**config.mk**
```make
export PLATFORM = sky130hd
export DESIGN_NAME = battery_voltage_drop_reporter_unit
export DESIGN_NICKNAME = d
export VERILOG_FILES = /design/src/rtl/core/bvdr_pkg.sv /design/src/rtl/core/bvdr_serial_div.sv /design/src/rtl/core/bvdr_serial_mul.sv /design/src/rtl/core/battery_voltage_drop_reporter_unit.sv
export SDC_FILE = /design/constraint.sdc
export NUM_CORES = 1
export LEC_CHECK = 0
export CORE_MARGIN = 3
export CORE_UTILIZATION = 65
export CTS_BUF_LIST = sky130_fd_sc_hd__clkbuf_8 sky130_fd_sc_hd__clkbuf_16
export CTS_CLUSTER_SIZE = 40
export DETAILED_ROUTE_END_ITERATION = 10
export DONT_BUFFER_PORTS = 1
export PLACE_DENSITY = 0.88
export SLEW_MARGIN = 20
export SYNTH_ARGS = -nofsm -noshare
export SYNTH_HDL_FRONTEND = slang
export SYNTH_HIERARCHICAL = 1
export SYNTH_SLANG_ARGS = --single-unit
```
**constraint.sdc**
```tcl
create_clock -name aclk -period 13.9 [get_ports aclk]
set_clock_uncertainty 0.2 [all_clocks]
set_input_delay 0 -clock aclk [delete_from_list [all_inputs] [get_ports aclk]]
set_output_delay 0 -clock aclk [all_outputs]
set_load 0.01 [all_outputs]
```
**src/rtl/core/bvdr_pkg.sv**
```systemverilog
// Package for the battery voltage drop reporter: widths, reset values,
// register indexes and the request/response structs of the serial units.
// Depends on nothing; every other file of the block uses it.
package bvdr_pkg;

    // Converter code width and the byte-padded input data width.
    localparam int ADC_BITS    = 10;
    localparam int S_TDATA_W   = ((ADC_BITS + 7) / 8) * 8;

    // Datapath widths.
    localparam int SUM_W       = 16;
    localparam int CNT_W       = 7;
    localparam int MVLSB_W     = 4;
    localparam int MV_W        = 14;
    localparam int PROD_W      = SUM_W + MVLSB_W;
    localparam int DVS_W       = 7;
    localparam int Q100_W      = 8;
    localparam int DIGIT_W     = 4;
    localparam int CFG_W       = 14;
    localparam int M_TDATA_W   = 24;
    localparam int M_TUSER_W   = 2;

    // Constants of the arithmetic.
    localparam logic [MV_W-1:0]    LEVEL_MAX      = 14'd16383;
    localparam logic [DVS_W-1:0]   DIGIT_DIVISOR  = 7'd100;
    localparam logic [DIGIT_W-1:0] WHOLE_MAX      = 4'd15;
    localparam logic [DIGIT_W-1:0] TENTHS_MAX     = 4'd9;
    // q / 10 for q < 256 is (q * 205) >> 11.
    localparam logic [Q100_W-1:0]  DIV10_RECIP    = 8'd205;
    localparam int                 DIV10_SHIFT    = 11;

    // Register reset values.
    localparam logic [CNT_W-1:0]   SAMPLES_RESET  = 7'd10;
    localparam logic [MVLSB_W-1:0] MV_LSB_RESET   = 4'd5;
    localparam logic [MV_W-1:0]    LOW_THR_RESET  = 14'd3000;
    localparam logic [MV_W-1:0]    DROP_THR_RESET = 14'd100;

    // Configuration register indexes.
    typedef enum logic [1:0] {
        CFG_SAMPLES    = 2'd0,
        CFG_MV_PER_LSB = 2'd1,
        CFG_LOW_THR    = 2'd2,
        CFG_DROP_THR   = 2'd3
    } cfg_index_t;

    // Serial divider request and response.
    typedef struct packed {
        logic             start;
        logic [SUM_W-1:0] dividend;
        logic [DVS_W-1:0] divisor;
    } div_req_t;

    typedef struct packed {
        logic             done;
        logic [SUM_W-1:0] quotient;
    } div_rsp_t;

    // Serial multiplier request and response.
    typedef struct packed {
        logic               start;
        logic [SUM_W-1:0]   multiplicand;
        logic [MVLSB_W-1:0] multiplier;
    } mul_req_t;

    typedef struct packed {
        logic              done;
        logic [PROD_W-1:0] product;
    } mul_rsp_t;

endpackage

```
**src/rtl/core/bvdr_serial_div.sv**
```systemverilog
// Bit-serial restoring divider: one quotient bit per cycle.
// Depends on bvdr_pkg for widths and the request/response structs.
module bvdr_serial_div (
    input  logic               aclk,
    input  logic               aresetn,
    input  bvdr_pkg::div_req_t req,
    output bvdr_pkg::div_rsp_t rsp
);

    logic                          busy_reg, busy_next;
    logic                          done_reg, done_next;
    logic [3:0]                    cnt_reg, cnt_next;
    logic [bvdr_pkg::SUM_W-1:0]    dvd_reg, dvd_next;
    logic [bvdr_pkg::DVS_W-1:0]    rem_reg, rem_next;
    logic [bvdr_pkg::DVS_W-1:0]    dvs_reg, dvs_next;
    logic [bvdr_pkg::DVS_W:0]      trial;
    logic [bvdr_pkg::DVS_W:0]      diff;
    logic                          ge;

    // One restoring step: bring down the next dividend bit and try the subtract.
    assign trial = {rem_reg, dvd_reg[bvdr_pkg::SUM_W-1]};
    assign ge    = trial >= {1'b0, dvs_reg};
    assign diff  = trial - {1'b0, dvs_reg};

    always_comb begin
        busy_next = busy_reg;
        done_next = 1'b0;
        cnt_next  = cnt_reg;
        dvd_next  = dvd_reg;
        rem_next  = rem_reg;
        dvs_next  = dvs_reg;
        if (req.start) begin
            busy_next = 1'b1;
            cnt_next  = '0;
            dvd_next  = req.dividend;
            rem_next  = '0;
            dvs_next  = req.divisor;
        end else if (busy_reg) begin
            rem_next = ge ? diff[bvdr_pkg::DVS_W-1:0] : trial[bvdr_pkg::DVS_W-1:0];
            dvd_next = {dvd_reg[bvdr_pkg::SUM_W-2:0], ge};
            cnt_next = cnt_reg + 4'd1;
            if (cnt_reg == 4'd15) begin
                busy_next = 1'b0;
                done_next = 1'b1;
            end
        end
    end

    always_ff @(posedge aclk) begin
        if (!aresetn) begin
            busy_reg <= 1'b0;
            done_reg <= 1'b0;
            cnt_reg  <= '0;
        end else begin
            busy_reg <= busy_next;
            done_reg <= done_next;
            cnt_reg  <= cnt_next;
        end
        dvd_reg <= dvd_next;
        rem_reg <= rem_next;
        dvs_reg <= dvs_next;
    end

    // After the last step the shifted dividend holds the quotient.
    assign rsp.done     = done_reg;
    assign rsp.quotient = dvd_reg;

endmodule

```
**src/rtl/core/bvdr_serial_mul.sv**
```systemverilog
// Bit-serial shift-add multiplier: one multiplier bit per cycle, MSB first.
// Depends on bvdr_pkg for widths and the request/response structs.
module bvdr_serial_mul (
    input  logic               aclk,
    input  logic               aresetn,
    input  bvdr_pkg::mul_req_t req,
    output bvdr_pkg::mul_rsp_t rsp
);

    logic                           busy_reg, busy_next;
    logic                           done_reg, done_next;
    logic [1:0]                     cnt_reg, cnt_next;
    logic [bvdr_pkg::PROD_W-1:0]    acc_reg, acc_next;
    logic [bvdr_pkg::SUM_W-1:0]     mcand_reg, mcand_next;
    logic [bvdr_pkg::MVLSB_W-1:0]   mplier_reg, mplier_next;
    logic [bvdr_pkg::PROD_W-1:0]    addend;

    // Partial product for the current multiplier bit.
    assign addend = mplier_reg[bvdr_pkg::MVLSB_W-1]
                  ? {{bvdr_pkg::MVLSB_W{1'b0}}, mcand_reg} : '0;

    always_comb begin
        busy_next   = busy_reg;
        done_next   = 1'b0;
        cnt_next    = cnt_reg;
        acc_next    = acc_reg;
        mcand_next  = mcand_reg;
        mplier_next = mplier_reg;
        if (req.start) begin
            busy_next   = 1'b1;
            cnt_next    = '0;
            acc_next    = '0;
            mcand_next  = req.multiplicand;
            mplier_next = req.multiplier;
        end else if (busy_reg) begin
            acc_next    = {acc_reg[bvdr_pkg::PROD_W-2:0], 1'b0} + addend;
            mplier_next = {mplier_reg[bvdr_pkg::MVLSB_W-2:0], 1'b0};
            cnt_next    = cnt_reg + 2'd1;
            if (cnt_reg == 2'd3) begin
                busy_next = 1'b0;
                done_next = 1'b1;
            end
        end
    end

    always_ff @(posedge aclk) begin
        if (!aresetn) begin
            busy_reg <= 1'b0;
            done_reg <= 1'b0;
            cnt_reg  <= '0;
        end else begin
            busy_reg <= busy_next;
            done_reg <= done_next;
            cnt_reg  <= cnt_next;
        end
        acc_reg    <= acc_next;
        mcand_reg  <= mcand_next;
        mplier_reg <= mplier_next;
    end

    assign rsp.done    = done_reg;
    assign rsp.product = acc_reg;

endmodule

```
**src/rtl/core/battery_voltage_drop_reporter_unit.sv**
```systemverilog
// Top level of the battery voltage drop reporter: stream ports, registers,
// the measurement sequencer and the output register.
// Depends on bvdr_pkg, bvdr_serial_div and bvdr_serial_mul.

// A code that does not complete a measurement only adds to the running sum and
// count and gives no result. The code that completes one starts a sequence: a
// serial divide of the sum by the sample count, a serial scale by mv_per_lsb on
// the bit-serial multiplier, and a second divide of the level by 100 for the
// digits; both divides share the one bit-serial divider. No new code is taken
// during that sequence. The finished result sits in an output register, so the
// next code is taken while it waits on m_tready.
module battery_voltage_drop_reporter_unit (
    input  logic                           aclk,
    input  logic                           aresetn,
    // Configuration write port.
    input  logic                           cfg_we,
    input  logic [1:0]                     cfg_index,
    input  logic [bvdr_pkg::CFG_W-1:0]     cfg_wdata,
    // Input stream.
    input  logic                           s_tvalid,
    output logic                           s_tready,
    // s_tdata fields from bit 0: adc_code, zero padding.
    input  logic [bvdr_pkg::S_TDATA_W-1:0] s_tdata,
    // Result stream.
    output logic                           m_tvalid,
    input  logic                           m_tready,
    // m_tdata fields from bit 0: level_mv, whole_volts, tenths_digit, padding.
    output logic [bvdr_pkg::M_TDATA_W-1:0] m_tdata,
    // m_tuser fields from bit 0: low_battery, report_now.
    output logic [bvdr_pkg::M_TUSER_W-1:0] m_tuser
);

    typedef enum logic [2:0] {
        S_IDLE,
        S_DIV_AVG,
        S_MUL,
        S_LEVEL,
        S_DIV_DIG,
        S_OUT
    } state_t;

    state_t                            state_reg, state_next;

    // Configuration registers.
    logic [bvdr_pkg::CNT_W-1:0]        samples_reg;
    logic [bvdr_pkg::MVLSB_W-1:0]      mv_lsb_reg;
    logic [bvdr_pkg::MV_W-1:0]         low_thr_reg;
    logic [bvdr_pkg::MV_W-1:0]         drop_thr_reg;

    // Measurement state.
    logic [bvdr_pkg::SUM_W-1:0]        sum_reg, sum_next;
    logic [bvdr_pkg::CNT_W-1:0]        count_reg, count_next;
    logic [bvdr_pkg::MV_W-1:0]         last_mv_reg, last_mv_next;
    logic                              first_done_reg, first_done_next;
    logic [bvdr_pkg::MV_W-1:0]         level_reg, level_next;
    logic [bvdr_pkg::Q100_W-1:0]       q100_reg, q100_next;

    // Output register.
    logic                              m_tvalid_reg, m_tvalid_next;
    logic [bvdr_pkg::M_TDATA_W-1:0]    m_tdata_reg, m_tdata_next;
    logic [bvdr_pkg::M_TUSER_W-1:0]    m_tuser_reg, m_tuser_next;

    logic                              accept;
    logic [bvdr_pkg::SUM_W-1:0]        sum_add;
    logic [bvdr_pkg::CNT_W-1:0]        cnt_inc;
    logic [bvdr_pkg::CNT_W-1:0]        n_eff;
    logic                              complete;
    logic                              out_free;
    logic                              low_flag;
    logic                              report;
    logic [15:0]                       recip_prod;
    logic [bvdr_pkg::DIGIT_W:0]        whole_raw;
    logic [bvdr_pkg::Q100_W-1:0]       whole_x10;
    logic [bvdr_pkg::Q100_W-1:0]       tenths_raw;
    logic [bvdr_pkg::DIGIT_W-1:0]      whole_sat;
    logic [bvdr_pkg::DIGIT_W-1:0]      whole_out;
    logic [bvdr_pkg::DIGIT_W-1:0]      tenths_out;

    bvdr_pkg::div_req_t                div_req;
    bvdr_pkg::div_rsp_t                div_rsp;
    bvdr_pkg::mul_req_t                mul_req;
    bvdr_pkg::mul_rsp_t                mul_rsp;

    bvdr_serial_div u_div (
        .aclk    (aclk),
        .aresetn (aresetn),
        .req     (div_req),
        .rsp     (div_rsp)
    );

    bvdr_serial_mul u_mul (
        .aclk    (aclk),
        .aresetn (aresetn),
        .req     (mul_req),
        .rsp     (mul_rsp)
    );

    assign s_tready = (state_reg == S_IDLE);
    assign accept   = s_tvalid && s_tready;
    assign out_free = !m_tvalid_reg || m_tready;

    // Running sum and count for the request being taken.
    assign sum_add  = sum_reg + {{(bvdr_pkg::SUM_W - bvdr_pkg::ADC_BITS){1'b0}},
                                 s_tdata[bvdr_pkg::ADC_BITS-1:0]};
    assign cnt_inc  = count_reg + {{(bvdr_pkg::CNT_W - 1){1'b0}}, 1'b1};
    assign n_eff    = (samples_reg == '0) ? {{(bvdr_pkg::CNT_W - 1){1'b0}}, 1'b1}
                                          : samples_reg;
    assign complete = (cnt_inc >= n_eff) || (cnt_inc == '0);

    // Flags of the finished measurement.
    assign low_flag = first_done_reg && (level_reg < low_thr_reg);
    assign report   = !first_done_reg
                   || ((last_mv_reg > level_reg)
                       && ((last_mv_reg - level_reg) > drop_thr_reg));

    // Digits from level / 100: whole volts by reciprocal, tenths as the remainder.
    assign recip_prod = {8'd0, q100_reg} * {8'd0, bvdr_pkg::DIV10_RECIP};
    assign whole_raw  = recip_prod[bvdr_pkg::DIV10_SHIFT +: (bvdr_pkg::DIGIT_W + 1)];
    assign whole_x10  = {{(bvdr_pkg::Q100_W - bvdr_pkg::DIGIT_W - 1){1'b0}}, whole_raw}
                        * 8'd10;
    assign tenths_raw = q100_reg - whole_x10;
    assign whole_sat  = whole_raw[bvdr_pkg::DIGIT_W] ? bvdr_pkg::WHOLE_MAX
                                                     : whole_raw[bvdr_pkg::DIGIT_W-1:0];
    assign whole_out  = report ? whole_sat : '0;
    assign tenths_out = report ? tenths_raw[bvdr_pkg::DIGIT_W-1:0] : '0;

    // Sequencer and datapath next values.
    always_comb begin
        state_next       = state_reg;
        sum_next         = sum_reg;
        count_next       = count_reg;
        last_mv_next     = last_mv_reg;
        first_done_next  = first_done_reg;
        level_next       = level_reg;
        q100_next        = q100_reg;
        m_tvalid_next    = m_tvalid_reg && !m_tready;
        m_tdata_next     = m_tdata_reg;
        m_tuser_next     = m_tuser_reg;
        div_req          = '0;
        mul_req          = '0;
        case (state_reg)
            S_IDLE: begin
                if (accept) begin
                    if (complete) begin
                        sum_next         = '0;
                        count_next       = '0;
                        div_req.start    = 1'b1;
                        div_req.dividend = sum_add;
                        div_req.divisor  = n_eff;
                        state_next       = S_DIV_AVG;
                    end else begin
                        sum_next   = sum_add;
                        count_next = cnt_inc;
                    end
                end
            end
            S_DIV_AVG: begin
                if (div_rsp.done) begin
                    mul_req.start        = 1'b1;
                    mul_req.multiplicand = div_rsp.quotient;
                    mul_req.multiplier   = mv_lsb_reg;
                    state_next           = S_MUL;
                end
            end
            S_MUL: begin
                if (mul_rsp.done) begin
                    if (mul_rsp.product > {{(bvdr_pkg::PROD_W - bvdr_pkg::MV_W){1'b0}},
                                           bvdr_pkg::LEVEL_MAX}) begin
                        level_next = bvdr_pkg::LEVEL_MAX;
                    end else begin
                        level_next = mul_rsp.product[bvdr_pkg::MV_W-1:0];
                    end
                    state_next = S_LEVEL;
                end
            end
            S_LEVEL: begin
                div_req.start    = 1'b1;
                div_req.dividend = {{(bvdr_pkg::SUM_W - bvdr_pkg::MV_W){1'b0}}, level_reg};
                div_req.divisor  = bvdr_pkg::DIGIT_DIVISOR;
                state_next       = S_DIV_DIG;
            end
            S_DIV_DIG: begin
                if (div_rsp.done) begin
                    q100_next  = div_rsp.quotient[bvdr_pkg::Q100_W-1:0];
                    state_next = S_OUT;
                end
            end
            S_OUT: begin
                if (out_free) begin
                    m_tvalid_next   = 1'b1;
                    m_tdata_next    = {2'b00, tenths_out, whole_out, level_reg};
                    m_tuser_next    = {report, low_flag};
                    first_done_next = 1'b1;
                    if (report) begin
                        last_mv_next = level_reg;
                    end
                    state_next = S_IDLE;
                end
            end
            default: begin
                state_next = S_IDLE;
            end
        endcase
    end

    // State, configuration and registered outputs.
    always_ff @(posedge aclk) begin
        if (!aresetn) begin
            state_reg      <= S_IDLE;
            samples_reg    <= bvdr_pkg::SAMPLES_RESET;
            mv_lsb_reg     <= bvdr_pkg::MV_LSB_RESET;
            low_thr_reg    <= bvdr_pkg::LOW_THR_RESET;
            drop_thr_reg   <= bvdr_pkg::DROP_THR_RESET;
            sum_reg        <= '0;
            count_reg      <= '0;
            last_mv_reg    <= '0;
            first_done_reg <= 1'b0;
            m_tvalid_reg   <= 1'b0;
        end else begin
            state_reg      <= state_next;
            sum_reg        <= sum_next;
            count_reg      <= count_next;
            last_mv_reg    <= last_mv_next;
            first_done_reg <= first_done_next;
            m_tvalid_reg   <= m_tvalid_next;
            if (cfg_we) begin
                case (bvdr_pkg::cfg_index_t'(cfg_index))
                    bvdr_pkg::CFG_SAMPLES:    samples_reg  <= cfg_wdata[bvdr_pkg::CNT_W-1:0];
                    bvdr_pkg::CFG_MV_PER_LSB: mv_lsb_reg   <= cfg_wdata[bvdr_pkg::MVLSB_W-1:0];
                    bvdr_pkg::CFG_LOW_THR:    low_thr_reg  <= cfg_wdata;
                    bvdr_pkg::CFG_DROP_THR:   drop_thr_reg <= cfg_wdata;
                    default: begin
                    end
                endcase
            end
        end
        level_reg   <= level_next;
        q100_reg    <= q100_next;
        m_tdata_reg <= m_tdata_next;
        m_tuser_reg <= m_tuser_next;
    end

    assign m_tvalid = m_tvalid_reg;
    assign m_tdata  = m_tdata_reg;
    assign m_tuser  = m_tuser_reg;

    // The first result after reset always reports and is never flagged low.
    a_first_reports: assert property (@(posedge aclk) disable iff (!aresetn)
        (state_reg == S_OUT && out_free && !first_done_reg) |=> (m_tuser[1] && !m_tuser[0]))
        else $error("first measurement did not report or was flagged low");

    // Digits are zero whenever no report is made.
    a_no_report_digits: assert property (@(posedge aclk) disable iff (!aresetn)
        (m_tvalid && !m_tuser[1]) |-> (m_tdata[21:14] == '0))
        else $error("digits set on a result without a report");

    // The tenths digit is a decimal digit.
    a_tenths_range: assert property (@(posedge aclk) disable iff (!aresetn)
        m_tvalid |-> (m_tdata[21:18] <= bvdr_pkg::TENTHS_MAX))
        else $error("tenths digit out of range");

    // The averaging divide hands straight over to the scaling multiply.
    a_div_to_mul: assert property (@(posedge aclk) disable iff (!aresetn)
        (state_reg == S_DIV_AVG && div_rsp.done) |=> (state_reg == S_MUL))
        else $error("average divide did not start the scale");

    // A stored report level is one that was actually reported.
    a_last_update: assert property (@(posedge aclk) disable iff (!aresetn)
        (state_reg == S_OUT && out_free && report) |=> (last_mv_reg == m_tdata[13:0]))
        else $error("last reported level not updated");

endmodule

```
==> qor.yml <==
run_status:
  status: "completed"
timing:
  rsz0062_at_grt: "no"
  relSlewSlack_pct: 33.2
  finalHoldViolations: 0
  fin_hold_ws_ns: 0.0241
  fmax_ghz: 0.177
  setup_violations: 0
  finalMaxSlewViolations: 0
  tightest_slew_ns: 0.999
  finalCriticalPeriod_ns: 5.65
  final.period_utilization_pct: 40.7
  setup_tns_ns: 0
critical_path:
  slowest_stage: "fa_1"
  critPathArrivalTime_ns: 5.69
  crit_path_end_kind: "register"
  path_class: "reg -> reg"
  critPathLaunchType: "register"
  cp_slowest_stage_delay_ns: 0.53
  worst-path-max-fanout: 4
  crit_chain: "ha_1 > inv_1 > fa_1 > inv_1 > fa_1 > inv_1 > fa_1 > inv_1 > ha_1 > a2111oi_4 > o21ai_2 > a41oi_2 > inv_1 > a21oi_1 > xor2_1 > fa_1 > xnor2_1 > o21ai_0 > nor3b_2"
  crit_required_ns: 13.93
  cp_common_cell: "inv_1"
route:
  postRouteAntennaNets: 0
  initialDrtViolationCount: 977
  wirelength_um: 32300
  viasPerCell: 6.34
  wl_per_cell_um: 19.9
  drc_errors: 0
  vias: 10323
  drt_first_pass_iters: 5
clock_tree:
  root_buffer: "clkbuf_16"
  htree_num_levels: 1
  cts_num_sinks: 207
  cts_made_buffers: 22
  cts_tree: "done"
  cts.reportedPaths.clkPinSlew_ns: 0.07
  cts_buffer_depth: 3
  insertion_delay_ns: 0.52
  post-cts-setup-buffers: 0
cells_and_area:
  diodes: 0
  largest_register_ffs: 22
  final_common_cell: "nand2_1"
  stdcell_area_um2: 14100
  layout_common_cells: "nand2_1 (150), ha_1 (126), dfxtp_1 (118)"
  fillers: 1168
  layout.nets: 1530
  area_growth_pct: 11.4
  final_util_pct: 74.6
  drive_above_1_share_pct: 8.34
placed_design:
  place_congestion: 0.882
  hpwl_um: 20300
  placed_cell_area_um2: 12700
  io_buffers: 0
global_routing:
  grt_overflow: 0
  grt_max_degree: 54
  grt_pass1_wl_um: 52300
  grt_usage_pct: 30.1
  antenna_found_initial: 0
  grt_pass1_vias: 10184
synth:
  synth_top_area_share_pct: 21.1
  synthArstFlopShare_pct: 0
  synth_flop_cell: "dfxtp_1"
  syn-cell-area_um2: 12700
  synth_edf_count: 89
  synth.avg_cell_area_um2: 9.58
  syn_inst: 1321
  ys_top_cells_by_area: "edfxtp_1 (21%), dfxtp_1 (19%), ha_1 (12%), nand2_1 (4.4%), a21oi_1 (3.1%)"
  ys_warn_count: 6
  ys_ff_latch: 207
  ys_seq_area_share_pct: 39.8
  yosys.area.top_type: "edfxtp_1"
  ys_types: 93
floorplanning:
  die_w_um: 146
  rows: 50
  start_util_pct: 67.0
  core_area_um2: 18900
  die_area_um2: 21200
  die_y_um: 146
  io_pins: 65
pwr:
  fin_total_pwr_mw: 1.51
  pwr_density_cell_nw_per_um2: 107
  vdd.ir_drop.worst_mv: 0.124
  p_leak_nw: 5.88
hold_path:
  hold_class: "in -> reg"
job:
  drv_cap: 0
## synthesized netlist by cell type, drive strengths merged, types with 3 or more instances
library cell	instances
nand3	28
a22o	10
edfxtp	89
or2	21
mux2	18
a211oi	9
xor2	16
nand3b	4
a21oi	79
xnor2	40
clkbuf	37
a21o	17
nand2	151
or3	5
nor2b	14
nor2	89
o211a	5
o21ai	44
a311o	3
mux2i	28
ha	126
o21bai	9
inv	106
dfxtp	118
a2111oi	3
a311oi	5
fa	16
a22oi	12
a31oi	9
o211ai	20
and3	10
and2	43
nand4	10
o21a	5
nand2b	18
o31ai	8
nor4	7
nor3	22
buf	20
a41oi	5
a31o	4
nor3b	8
## report_power, final
group          switching, mW  total [mW]  internal (mW)
Combinational          0.124       0.216         0.0918
Sequential            0.0171       0.667          0.650
Clock                  0.248       0.627          0.379
## critical path: cells and delay by family, from the launching register on
kind | cells | cell delay [ns]
AOI/OAI and AO/OA | 5 | 1.14
xor gates and xnor gates | 2 | 0.36
adders and majority gates | 6 | 2.72
buffers and inverters | 5 | 0.29
DFF | 1 | 0.50
and+or+nand+nor | 1 | 0.17
## routing by layer
layer | global-route usage [%] | part of all wire [%] | vias to the layer above
li1 | - | - | 4723
met1 | 37.1 | 38 | 4882
met2 | 51.8 | 48 | 577
met3 | 4.98 | 8.1 | 141
met4 | 14.5 | 5.4 | 0
met5 | 0 | 0 | -
## cells by family (layout without fill, tap and decap cells)
logic type	Yosys count	after routing	synth area share, %
buf+inv	163	208	5.51
fa+ha+maj	142	142	15.0
simple gates	438	438	17.1
mux	46	46	3.82
compound gates	268	268	14.8
xor+xnor	56	56	3.94
other cells	1	2	0.0296
flops	207	207	39.8
## final timing paths
path	slack (ns)	cells after the start	to	start
max	8.25	19	m_tdata[21]	q100_reg[2]
max reg2reg	8.25	19	m_tdata[21]	q100_reg[2]
min	0.02	3	low_thr_reg[12]	cfg_wdata[12]
min reg2reg	0.26	2	drop_thr_reg[9]	drop_thr_reg[9]
## what timing repair did
action,CTS,global route
setup endpoints to repair,0,0
gates resized for setup,0,0
hold buffers,57,0
hold endpoints to repair,97,0
## area by class of cell
type	count	area [um^2]	area share, %
Multi-Input combinational cell	952	6950	49.3
Sequential cell	207	5030	35.7
Clock buffer	25	626	4.44
Timing Repair Buffer	62	618	4.38
Inverter	106	398	2.82
Tap cell	260	325	2.31
Clock inverter	15	151	1.07
## metrics by stage
step / setup WS [ns] / std cells
2_1_floorplan: 8.72 / 1322
3_3_place_gp: 8.46 / 1530
3_5_place_dp: 8.34 / 1530
4_1_cts: 8.24 / 1627
5_1_grt: 8.02 / 1627
6_report: 8.25 / 1627
Note: power is estimated with default switching activity, not from simulation.
